$ cat src/rtl/hall_sensor_direction_speed_defines.svh
// Assertion macros shared by the Hall decoder RTL.
`ifndef HALL_SENSOR_DIRECTION_SPEED_DEFINES_SVH
`define HALL_SENSOR_DIRECTION_SPEED_DEFINES_SVH

// Consequent must hold in the same cycle as the antecedent.
`define HSDS_ASSERT_SAME(lbl, ante, cons, msg) \
    lbl: assert property (@(posedge clk) disable iff (!rst_n) (ante) |-> (cons)) \
        else $error(msg);

// Consequent must hold in the cycle after the antecedent.
`define HSDS_ASSERT_NEXT(lbl, ante, cons, msg) \
    lbl: assert property (@(posedge clk) disable iff (!rst_n) (ante) |=> (cons)) \
        else $error(msg);

`endif

$ cat src/rtl/hsds_pkg.sv
// Package with types, constants and wiring tables of the Hall decoder.
package hsds_pkg;

    localparam int TIME_W   = 32;
    localparam int COUNT_W  = 32;
    localparam int SPEED_W  = 32;
    localparam int TICKS_W  = 24;
    localparam int FRAC_W   = 16;
    localparam int NUM_W    = TICKS_W + FRAC_W;
    localparam int PADDR_W  = 3;
    localparam int PDATA_W  = 32;

    localparam logic [TICKS_W-1:0] TICKS_RESET = TICKS_W'(72000);
    localparam logic               REG_TICKS_PER_MS = 1'b0;

    localparam logic [SPEED_W-1:0] SPEED_MAX_POS = {1'b0, {(SPEED_W-1){1'b1}}};
    localparam logic [SPEED_W-1:0] SPEED_MAX_NEG = {1'b1, {(SPEED_W-1){1'b0}}};

    typedef logic [2:0] hall_code_t;
    localparam hall_code_t HALL_INVALID = 3'd0;

    typedef enum logic [1:0] {
        DIR_UNKNOWN,
        DIR_FORWARD,
        DIR_REVERSE
    } dir_t;

    typedef enum logic [2:0] {
        OUT_INVALID,
        OUT_FIRST,
        OUT_FORWARD,
        OUT_REVERSE,
        OUT_OTHER
    } outcome_t;

    typedef enum logic [1:0] {
        ST_IDLE,
        ST_DIVIDE,
        ST_HOLD
    } ctrl_state_t;

    typedef struct packed {
        logic [2:0]        raw_hall;
        logic [TIME_W-1:0] timestamp;
    } hsds_in_t;

    typedef struct packed {
        logic [2:0]                hall_state;
        logic [1:0]                direction;
        logic [2:0]                outcome;
        logic signed [COUNT_W-1:0] pulse_total;
        logic signed [SPEED_W-1:0] speed;
    } hsds_out_t;

    // Status of the serial divider toward the controller.
    typedef struct packed {
        logic               done;
        logic               sat;
        logic [SPEED_W-1:0] quotient;
    } div_result_t;

    // Sensor wiring: raw code to Hall state, codes 0 and 7 are invalid.
    function automatic hall_code_t wire_remap(input logic [2:0] raw);
        hall_code_t code;
        unique case (raw)
            3'd1:    code = 3'd2;
            3'd2:    code = 3'd1;
            3'd3:    code = 3'd3;
            3'd4:    code = 3'd4;
            3'd5:    code = 3'd6;
            3'd6:    code = 3'd5;
            default: code = HALL_INVALID;
        endcase
        return code;
    endfunction

    // Next Hall state when the rotor turns forward.
    function automatic hall_code_t fwd_next(input hall_code_t s);
        hall_code_t n;
        unique case (s)
            3'd1:    n = 3'd3;
            3'd2:    n = 3'd6;
            3'd3:    n = 3'd2;
            3'd4:    n = 3'd5;
            3'd5:    n = 3'd1;
            3'd6:    n = 3'd4;
            default: n = HALL_INVALID;
        endcase
        return n;
    endfunction

    // Next Hall state when the rotor turns in reverse.
    function automatic hall_code_t rev_next(input hall_code_t s);
        hall_code_t n;
        unique case (s)
            3'd1:    n = 3'd5;
            3'd2:    n = 3'd3;
            3'd3:    n = 3'd1;
            3'd4:    n = 3'd6;
            3'd5:    n = 3'd4;
            3'd6:    n = 3'd2;
            default: n = HALL_INVALID;
        endcase
        return n;
    endfunction

endpackage

$ cat src/rtl/hsds_divider.sv
// Bit-serial restoring divider for the speed quotient, one quotient bit per cycle.
module hsds_divider
    import hsds_pkg::*;
(
    input  logic                clk,
    input  logic                rst_n,
    input  logic                start,
    input  logic [TICKS_W-1:0]  ticks,
    input  logic [TIME_W-1:0]   divisor,
    output div_result_t         result
);

    localparam int CNT_W = $clog2(NUM_W + 1);
    localparam logic [CNT_W-1:0] STEPS = CNT_W'(NUM_W);

    logic                busy_reg, busy_next;
    logic                done_reg, done_next;
    logic                ovf_reg, ovf_next;
    logic [CNT_W-1:0]    cnt_reg, cnt_next;
    logic [NUM_W-1:0]    num_reg, num_next;
    logic [TIME_W-1:0]   rem_reg, rem_next;
    logic [TIME_W-1:0]   div_reg, div_next;
    logic [SPEED_W-1:0]  quo_reg, quo_next;

    logic [TIME_W:0]     trial;
    logic [TIME_W:0]     trial_sub;
    logic                fits;

    // One restoring step: bring down the next numerator bit and try a subtract.
    assign trial     = {rem_reg, num_reg[NUM_W-1]};
    assign trial_sub = trial - {1'b0, div_reg};
    assign fits      = (trial >= {1'b0, div_reg});

    always_comb
    begin
        busy_next = busy_reg;
        done_next = 1'b0;
        ovf_next  = ovf_reg;
        cnt_next  = cnt_reg;
        num_next  = num_reg;
        rem_next  = rem_reg;
        div_next  = div_reg;
        quo_next  = quo_reg;
        if (start)
        begin
            busy_next = 1'b1;
            ovf_next  = 1'b0;
            cnt_next  = STEPS;
            num_next  = {ticks, {FRAC_W{1'b0}}};
            rem_next  = '0;
            div_next  = divisor;
            quo_next  = '0;
        end
        else if (busy_reg)
        begin
            num_next = {num_reg[NUM_W-2:0], 1'b0};
            rem_next = fits ? trial_sub[TIME_W-1:0] : trial[TIME_W-1:0];
            quo_next = {quo_reg[SPEED_W-2:0], fits};
            // Any quotient bit pushed past the top means the result saturates.
            ovf_next = ovf_reg | quo_reg[SPEED_W-1];
            cnt_next = cnt_reg - CNT_W'(1);
            if (cnt_reg == CNT_W'(1))
            begin
                busy_next = 1'b0;
                done_next = 1'b1;
            end
        end
    end

    // Control registers.
    always_ff @(posedge clk or negedge rst_n)
    begin
        if (!rst_n)
        begin
            busy_reg <= 1'b0;
            done_reg <= 1'b0;
            ovf_reg  <= 1'b0;
            cnt_reg  <= '0;
        end
        else
        begin
            busy_reg <= busy_next;
            done_reg <= done_next;
            ovf_reg  <= ovf_next;
            cnt_reg  <= cnt_next;
        end
    end

    // Datapath shift registers.
    always_ff @(posedge clk)
    begin
        num_reg <= num_next;
        rem_reg <= rem_next;
        div_reg <= div_next;
        quo_reg <= quo_next;
    end

    assign result.done     = done_reg;
    assign result.sat      = ovf_reg | quo_reg[SPEED_W-1];
    assign result.quotient = quo_reg;

endmodule

$ cat src/rtl/hall_sensor_direction_speed.sv
// Hall sensor decoder: a request is one Hall edge (raw sensor bits and a timestamp); the
// block remaps the bits, tracks the Hall state, direction and a signed step count, and on
// every forward or reverse step computes the speed in signed Q16.16 pulses per millisecond
// as ticks_per_ms * 65536 divided by the wrapped time since the last step or
// out-of-sequence edge, saturated, with a zero time difference giving the largest
// magnitude. Every request yields one result. A request that needs no division (invalid
// code, first state, out-of-sequence code, or a step with zero time difference) goes to
// the hold state, which loads its result into the output register once that register is
// free. A step with a division first runs the 40-step bit-serial restoring divider (24-bit
// ticks plus 16 fraction bits), then takes the speed and goes to the hold state. The next
// request can be taken after the load. One request is processed at a time; the next is
// accepted while a result waits in the output register, and a result that cannot be
// loaded because the receiver stalls holds the input stalled as well.
// ticks_per_ms resets to 72000 and sits at byte address 0 of the register port.
`include "hall_sensor_direction_speed_defines.svh"

module hall_sensor_direction_speed
    import hsds_pkg::*;
(
    input  logic                clk,
    input  logic                rst_n,

    input  logic                hall_valid,
    output logic                hall_stall,
    input  hsds_in_t            hall_data,

    output logic                result_valid,
    input  logic                result_stall,
    output hsds_out_t           result_data,

    input  logic                psel,
    input  logic                penable,
    input  logic                pwrite,
    input  logic [PADDR_W-1:0]  paddr,
    input  logic [PDATA_W-1:0]  pwdata,
    output logic [PDATA_W-1:0]  prdata,
    output logic                pready
);

    ctrl_state_t         state_reg, state_next;
    logic [TICKS_W-1:0]  ticks_reg, ticks_next;
    hall_code_t          position_reg, position_next;
    dir_t                direction_reg, direction_next;
    outcome_t            outcome_reg, outcome_next;
    logic [COUNT_W-1:0]  count_reg, count_next;
    logic [TIME_W-1:0]   last_time_reg, last_time_next;
    logic [SPEED_W-1:0]  speed_reg, speed_next;
    logic                out_valid_reg, out_valid_next;
    hsds_out_t           out_reg, out_next;

    logic                hall_accept;
    logic                out_free;
    logic                cfg_write;
    hall_code_t          code;
    logic                is_fwd;
    logic                is_rev;
    logic [TIME_W-1:0]   time_diff;
    logic                div_start;
    div_result_t         div_res;
    logic [SPEED_W-1:0]  div_speed;

    logic                chk_invalid;
    logic                chk_step;
    logic [COUNT_W+2:0]  track_bits;

    // Register port: single register, decoded on the word index bit.
    assign pready    = 1'b1;
    assign cfg_write = psel & penable & pwrite;
    assign prdata    = (paddr[PADDR_W-1] == REG_TICKS_PER_MS)
                       ? PDATA_W'(ticks_reg) : '0;
    assign ticks_next = (cfg_write && paddr[PADDR_W-1] == REG_TICKS_PER_MS)
                        ? pwdata[TICKS_W-1:0] : ticks_reg;

    // Handshakes.
    assign hall_stall   = (state_reg != ST_IDLE);
    assign hall_accept  = hall_valid & ~hall_stall;
    assign out_free     = ~out_valid_reg | ~result_stall;
    assign result_valid = out_valid_reg;
    assign result_data  = out_reg;

    // Decode of the incoming edge against the current Hall state.
    assign code      = wire_remap(hall_data.raw_hall);
    assign is_fwd    = (code == fwd_next(position_reg));
    assign is_rev    = (code == rev_next(position_reg));
    assign time_diff = hall_data.timestamp - last_time_reg;

    // Saturate and sign the divider quotient for the stored direction.
    always_comb
    begin
        if (direction_reg == DIR_REVERSE)
        begin
            div_speed = div_res.sat ? SPEED_MAX_NEG : (SPEED_W'(0) - div_res.quotient);
        end
        else
        begin
            div_speed = div_res.sat ? SPEED_MAX_POS : div_res.quotient;
        end
    end

    // Controller: update tracking state, run the divider, hand the result over.
    always_comb
    begin
        state_next     = state_reg;
        position_next  = position_reg;
        direction_next = direction_reg;
        outcome_next   = outcome_reg;
        count_next     = count_reg;
        last_time_next = last_time_reg;
        speed_next     = speed_reg;
        out_valid_next = out_valid_reg & result_stall;
        out_next       = out_reg;
        div_start      = 1'b0;
        unique case (state_reg)
            ST_IDLE:
            begin
                if (hall_accept)
                begin
                    state_next = ST_HOLD;
                    priority if (code == HALL_INVALID)
                    begin
                        outcome_next = OUT_INVALID;
                    end
                    else if (position_reg == HALL_INVALID)
                    begin
                        position_next = code;
                        outcome_next  = OUT_FIRST;
                    end
                    else if (is_fwd || is_rev)
                    begin
                        position_next  = code;
                        last_time_next = hall_data.timestamp;
                        direction_next = is_fwd ? DIR_FORWARD : DIR_REVERSE;
                        outcome_next   = is_fwd ? OUT_FORWARD : OUT_REVERSE;
                        count_next     = is_fwd ? count_reg + COUNT_W'(1)
                                                : count_reg - COUNT_W'(1);
                        if (time_diff == '0)
                        begin
                            speed_next = is_fwd ? SPEED_MAX_POS : SPEED_MAX_NEG;
                        end
                        else
                        begin
                            div_start  = 1'b1;
                            state_next = ST_DIVIDE;
                        end
                    end
                    else
                    begin
                        last_time_next = hall_data.timestamp;
                        outcome_next   = OUT_OTHER;
                    end
                end
            end
            ST_DIVIDE:
            begin
                if (div_res.done)
                begin
                    speed_next = div_speed;
                    state_next = ST_HOLD;
                end
            end
            ST_HOLD:
            begin
                if (out_free)
                begin
                    out_valid_next       = 1'b1;
                    out_next.hall_state  = position_reg;
                    out_next.direction   = direction_reg;
                    out_next.outcome     = outcome_reg;
                    out_next.pulse_total = count_reg;
                    out_next.speed       = speed_reg;
                    state_next           = ST_IDLE;
                end
            end
            default:
            begin
                state_next = ST_IDLE;
            end
        endcase
    end

    // Control and tracking registers.
    always_ff @(posedge clk or negedge rst_n)
    begin
        if (!rst_n)
        begin
            state_reg     <= ST_IDLE;
            ticks_reg     <= TICKS_RESET;
            position_reg  <= HALL_INVALID;
            direction_reg <= DIR_UNKNOWN;
            outcome_reg   <= OUT_INVALID;
            count_reg     <= '0;
            last_time_reg <= '0;
            speed_reg     <= '0;
            out_valid_reg <= 1'b0;
        end
        else
        begin
            state_reg     <= state_next;
            ticks_reg     <= ticks_next;
            position_reg  <= position_next;
            direction_reg <= direction_next;
            outcome_reg   <= outcome_next;
            count_reg     <= count_next;
            last_time_reg <= last_time_next;
            speed_reg     <= speed_next;
            out_valid_reg <= out_valid_next;
        end
    end

    // Output payload register.
    always_ff @(posedge clk)
    begin
        out_reg <= out_next;
    end

    hsds_divider u_divider (
        .clk     (clk),
        .rst_n   (rst_n),
        .start   (div_start),
        .ticks   (ticks_reg),
        .divisor (time_diff),
        .result  (div_res)
    );

    // Conditions watched by the checks below.
    assign chk_invalid = hall_accept && (code == HALL_INVALID);
    assign chk_step    = hall_accept && (position_reg != HALL_INVALID) && (is_fwd || is_rev);
    assign track_bits  = {position_reg, count_reg};

    // Checks on the controller.
    `HSDS_ASSERT_SAME(a_done_in_divide, div_res.done, state_reg == ST_DIVIDE, "stray done")
    `HSDS_ASSERT_NEXT(a_invalid_keeps_state, chk_invalid, $stable(track_bits), "invalid moved")
    `HSDS_ASSERT_SAME(a_count_on_request, $changed(count_reg), $past(hall_accept), "stray count")
    `HSDS_ASSERT_NEXT(a_step_sets_dir, chk_step, direction_reg != DIR_UNKNOWN, "no direction")

endmodule
$ cat config.mk
export PLATFORM = sky130hd
export DESIGN_NAME = hall_sensor_direction_speed
export DESIGN_NICKNAME = d
export VERILOG_FILES = /design/src/rtl/hsds_pkg.sv /design/src/rtl/hsds_divider.sv /design/src/rtl/hall_sensor_direction_speed.sv
export VERILOG_INCLUDE_DIRS = /design/src /design/src/rtl
export SDC_FILE = /design/constraint.sdc
export NUM_CORES = 1
export LEC_CHECK = 0
export BUFFER_PORTS_ARGS = -buffer_cell sky130_fd_sc_hd__buf_2
export CAP_MARGIN = 10
export CORE_UTILIZATION = 54
export DETAILED_ROUTE_END_ITERATION = 8
export PLACE_DENSITY = 0.87
export REMOVE_ABC_BUFFERS = 1
export SETUP_SLACK_MARGIN = 0.2
export SYNTH_ARGS = -nofsm -noshare
export SYNTH_HDL_FRONTEND = slang
export SYNTH_SLANG_ARGS = --single-unit
$ cat constraint.sdc
create_clock -name clk -period 4.4 [get_ports clk]
set_input_delay 0.88 -clock clk [delete_from_list [all_inputs] [get_ports clk]]
set_output_delay 0.88 -clock clk [all_outputs]
set_load 0.01 [all_outputs]
; ---- Yosys cells after proc, flatten, opt, wreduce, memory -nomap -nowiden
; Cells that the tools add are included.
[word_totals]
register_bits = 332
latchBits = 0
ram_bits = 0
romBits = 0
in_bits = 77
out_inout_bits = 107
wordCells = 135
n_memories = 0
[op_classes]
addsub = 6
mul = 0
div_mod_pow = 0
n_lt_le_gt_ge = 1
eq_ne = 25
shift = 0
mux = 52
bitwise_logic = 12
n_reduce_logical = 17
[op_table]
columns = cell, count
row1 = two-way mux 32 bit, 12
row2 = two-way mux 40 bit, 2
row3 = case mux 32 bit (2 select lines), 1
row4 = subtractor 32 bit, 2
row5 = case mux 3 bit (6 select lines), 3
row6 = greater-or-equal comparator 33 x 32 -> 1 bit, 1
row7 = "adder 32 x 1 -> 32 bit, second input constant", 1
row8 = zero test 32 bit, 1
row9 = "subtractor 1 x 32 -> 32 bit, first input constant", 1
row10 = "subtractor 32 x 1 -> 32 bit, second input constant", 1
row11 = two-way mux 24 bit, 1
row12 = "equality test 3 bit, second input constant", 6
row13 = two-way mux 1 bit, 17
row14 = two-way mux 2 bit, 8
row15 = two-way mux 3 bit, 5
row16 = "equality test 3 x 2 -> 1 bit, second input constant", 4
row17 = two-way mux 6 bit, 2
row18 = "inequality test 2 bit, second input constant", 6
row19 = AND reduction 4 bit, 2
row20 = nonzero test 2 bit, 4
row21 = AND reduction 7 bit, 1
row22 = "equality test 3 x 1 -> 1 bit, second input constant", 2
row23 = equality test 3 bit, 2
row24 = "equality test 6 x 1 -> 1 bit, second input constant", 1
row25 = other kinds (15), 27

; ---- Logic depth before layout (Yosys ltp)
[depth]
ltp_word = 10
depth_mapped = 19
depth_no_buf = 18

; ---- Cells and area by module
; A second synthesis with hierarchy kept.
[hier_totals]
cells_unflattened = 1881
area_unflattened_um2 = 18954.4
[modules_own_cells]
columns = module, n_inst, cells_per_inst, area_per_inst_um2, seq_area_each_um2
row1 = hall_sensor_direction_speed, 1, 1209, 12171.7, 5446.5
row2 = hsds_divider, 1, 672, 6782.8, 3188.1

; ---- Worst setup path before layout
; OpenSTA, ideal clock, no wires.
[synth_path]
kind = input to register
start = input hall_data[0] (netlist name)
end = register u_divider.div_reg[0] (enable)
setup_ps = 377
t_arrival_ps = 4574
required_ps = 4023
setup_slack_ps = -551
path_stages = 17
n_path_buf = 3
path_cell_list = inv_1 > ha_1 > fa_1 > nor2b_1 > o2111ai_1 > nand3_1 > a21oi_1 > a21oi_1 > a41oi_1 > o21ai_0 > xor2_1 > nor4_1 > and4_1 > clkbuf_1 > nor2_1 > clkbuf_1 > buf_2
[synth_via]
elab_chain_len = 8
[synth_rtl]
columns = element, line
row1 = from (decl), hall_sensor_direction_speed.sv:25  ; input hsds_in_t hall_data,
row2 = subtractor 32 bit, hall_sensor_direction_speed.sv:85  ; assign time_diff = hall_data.timestamp - last_time_reg;
row3 = net time_diff[30], hall_sensor_direction_speed.sv:57  ; logic [TIME_W-1:0] time_diff;
row4 = zero test 32 bit, hall_sensor_direction_speed.sv:136  ; if (time_diff == '0)
row5 = two-way mux 1 bit, hall_sensor_direction_speed.sv:136
row6 = two-way mux 1 bit, hall_sensor_direction_speed.sv:128  ; else if (is_fwd || is_rev)
row7 = two-way mux 1 bit, hall_sensor_direction_speed.sv:123  ; else if (position_reg == HALL_INVALID)
row8 = two-way mux 1 bit, hall_sensor_direction_speed.sv:119  ; priority if (code == HALL_INVALID)
row9 = two-way mux 1 bit, hall_sensor_direction_speed.sv:116  ; if (hall_accept)
row10 = two-way mux 1 bit, hall_sensor_direction_speed.sv:113  ; unique case (state_reg)
row11 = net div_start, hall_sensor_direction_speed.sv:58  ; logic div_start;
row12 = to (signal assigned), hsds_divider.sv:94  ; div_reg <= div_next;
row13 = to (decl), hsds_divider.sv:22  ; logic [TIME_W-1:0] div_reg, div_next;
; The timed path passes the listed nets, and every way through them passes these cells.
; A chain may end at the register's enable or synchronous reset.

; ---- Worst setup path after layout
[layout_path]
start = input hall_data[1] (netlist name)
end = register speed_reg[1]
[layout_via]
elab_chain_len = 4
[layout_rtl]
columns = element, line
row1 = subtractor 32 bit, hall_sensor_direction_speed.sv:85
row2 = zero test 32 bit, hall_sensor_direction_speed.sv:136
row3 = inequality test 2 bit (no line), --
row4 = AND reduction 7 bit (no line), --
row5 = to (signal assigned), hall_sensor_direction_speed.sv:205  ; speed_reg <= speed_next;
row6 = to (decl), hall_sensor_direction_speed.sv:47  ; logic [SPEED_W-1:0] speed_reg, speed_next;
; No other way between the ends.

==> summary.md <==
| Metric | Value |
|---|---|
| DP HPWL | `30600 um` |
| Detailed-route DRC error count | `0` |
| Final critical-path required period | `between 4000 and 5000 ps` |
| TritonCTS Sinks | `between 300 and 400` |
| Initial antenna violation count | `4` |
| Fraction of layout cells with a size suffix above 1 | `0.273` |
| Post-Syn Instances | `between 1500 and 2000` |
| GRT overflow | `0` |
| WS Path Type | `primary input to flip-flop` |
| Arr. time, crit path | `roughly 4800 ps` |
| HP Class | `primary input to async pin` |
| Worst Setup Slack, final | `between 60 and 70 ps` |
| Cell area after synthesis | `18500 um^2` |
| Critical Path Sink Type | `flip-flop` |
| Tot Pwr | `around 20 mW` |
| Clk_lat worst skew | `approximately 550 ps` |
| Distinct cells, synth | `just under 90` |
| Seq cells post-synth | `332` |
| Required time worst endpoint | `approximately 4800 ps` |
| Chip width | `187 um` |
| Synth top area share | `0.207` |
| Area contributors post-synth | `edfxtp_1 21%, dfrtp_1 18%, dfxtp_1 6.9%, ha_1 6.5%, mux2_2 4.8%` |
| Post-synth EDFFs | `around 130` |
| Filler cells | `~2400` |
| Clock slew at reported path FFs | `~60 ps` |
| Synth Flop Type | `dfrtp_1` |
| WHS | `355 ps` |
| Ports | `roughly 180` |
| Global placement routability congestion | `approximately 0.90` |
| Clock Root Buffer | `clkbuf_16` |
| Avg Cell Area, Syn | `10.1 um^2` |
| Startpoint types | `primary input` |
| Cell taking the most area after synthesis | `edfxtp_1` |
| RSZ-0062 raised after global routing | `true` |
| Initial Util | `0.551` |
| Core Rows | `between 60 and 70` |
| Final setup vio count | `0` |
| First-pass DRT Iterations | `5` |
| All-Layer GR Usage | `0.251` |
| Largest net degree at the start of global routing | `82` |
| Port Buffer Count | `approximately 160` |
| H-tree depth | `2` |
| Number of global-route vias before repair | `between 15000 and 20000` |
| Fin nets | `approximately 2300` |
| Async set or reset register ratio after synthesis | `0.422` |
| DRT iter0 DRCs | `approximately 1000` |
| Most frequent cells after synthesis | `183 x nor2_1, 135 x dfrtp_1, 128 x edfxtp_1` |
| Die height | `~190 um` |
| Routed len/inst | `around 17 um` |
| First-pass GRT wire length | `between 70000 and 80000 um` |
| Worst VDD drop | `approximately 810 uV` |
| Static leakage | `roughly 10 nW` |
| Largest register FFs | `72` |
| Outcome | `finished, final reports clean` |
| Clock skew | `between 20 and 30 ps` |
| Vias per cell | `approximately 5.9` |
| Most common cell in the netlist | `nor2_1` |
| Max-Cap Viols | `0` |
| CTS tree | `yes` |
| Final slew viol count | `0` |
| Final hold viol count | `0` |
| Cts hold-fix bufs | `0` |
| ANT nets after route | `0` |
| Final period utilization | `0.985` |
| Wire length after detailed routing | `around 45000 um` |
| CORE AREA | `around 34000 um^2` |
| Via count | `about 15000` |
| Clock tree buffer depth | `3` |
| Fmax | `between 0.2 and 0.25 GHz` |
| CP Max Fanout | `8` |
| Worst slew margin | `0.259` |
| CTS Buf Count | `37` |
| Full die area | `between 30000 and 40000 um^2` |
| Place WS | `-869 ps` |
| Yosys warns | `0` |
| Pwr/cell area | `863 nW/um^2` |
| Area grow syn2layout | `23.5%` |
| Worst Tran Pin Value | `approximately 1100 ps` |
| Register area share after synthesis | `0.466` |
-- power by group --
part | total, mW | switching (mW) | leakage, nW | internal (mW)
clock network | 3.24 | 1.32 | 0.620 | 1.92
registers | 5.66 | 0.927 | 3.51 | 4.74
logic | 10.9 | 5.72 | 6.22 | 5.13
-- layer usage --
metal  track usage  part of all wire
met2         0.444              0.50
met3        0.0458             0.058
met4        0.0990             0.035
met5             0           0.00081
met1         0.302              0.40
-- logic make-up (layout without fill, tap and decap cells) --
logic type      after synthesis  after routing  synth area share
buf+inv                     191            512            0.0425
flops                       332            332             0.466
xor+xnor                     99             99            0.0468
mux                         125            125            0.0734
simple gates                527            529             0.139
other cells                   2             10          0.000405
compound gates              455            455             0.164
fa+ha+maj                    99             99            0.0680
-- worst paths after layout --
| kind | end | slack [ps] | cells past startpoint | startpoint |
|---|---|---|---|---|
| worst min register to register | result_data[64]$_DFFE_PP_ | 430 | 0 | outcome_reg[0]$_DFFE_PN0P_ |
| worst max register to register | speed_reg[1]$_DFFE_PN0P_ | 90 | 16 | last_time_reg[0]$_DFFE_PN0P_ |
| min in group clk | result_data[64]$_DFFE_PP_ | 430 | 0 | outcome_reg[0]$_DFFE_PN0P_ |
| worst min-delay path | speed_reg[6]$_DFFE_PN0P_ | 360 | 1 | rst_n |
| worst max-delay path | speed_reg[1]$_DFFE_PN0P_ | 60 | 17 | hall_data[1] |
| max in group asynchronous | last_time_reg[29]$_DFFE_PN0P_ | 3040 | 2 | rst_n |
-- repair_timing --
action	in CTS	in global routing
gates resized for setup	51	56
pin swaps	22	15
endpoints found under the setup margin	187	188
setup buffers	6	0
cloned	3	1
-- layout make-up --
class,count,area (um^2),share of cell area
flip-flops and latches,332,8640,0.377
multi-input cells,1316,9670,0.422
diodes,1,2.50,0.000109
clock buffers,49,1030,0.0451
clock inverters,19,263,0.0115
inverters,103,393,0.0172
repair buffers,341,2340,0.102
well taps,448,561,0.0245
-- worst max-delay path, stage by stage --
cell,delay [ps]
buf_6,100
ha_4,230
nor2b_4,130
o31a_4,290
o311ai_4,290
buf_4,170
a2111o_2,180
a211oi_2,90
or4_4,490
a221oi_2,250
and4b_1,240
or4b_4,480
nor4b_4,230
buf_6,210
buf_12,120
nor2_4,60
mux2_4,320
-- cells in the final DEF (no fill, tap or decap), types with 14 or more instances in the layout --
cell       Yosys  routed
and3_1        16      16
nand2b_1      21      21
inv_1        103      99
a21o_1        43      43
dfxtp_1       64      64
ha_1          96      90
a211o_1       14      14
clkbuf_16      0      39
nand3_1       28      27
buf_4         11     163
dfrtp_1      135     131
o21ai_0       95      93
a211oi_1      53      42
buf_2         11     161
xnor2_1       60      60
o21a_1        21      21
mux2i_1       38      38
nand2_1       99      98
nor2b_1       48      46
edfxtp_1     128     128
nor3_1        55      40
mux2_2        79      79
nor2_1       183     182
xor2_1        39      39
a21oi_1      105      96
a31oi_1       19      16
-- through the flow --
step	cell area, um^2	TNS [ps]	cells	util
floorplan	18200	-672570	1749	-
global route	22900	-1070	2609	0.681
CTS	22600	0	2606	0.671
global placement	20900	-69940	2529	0.622
finish	22900	0	2609	0.681
detailed placement	20900	-107070	2529	0.622
Power figures use the tool's default switching activity.
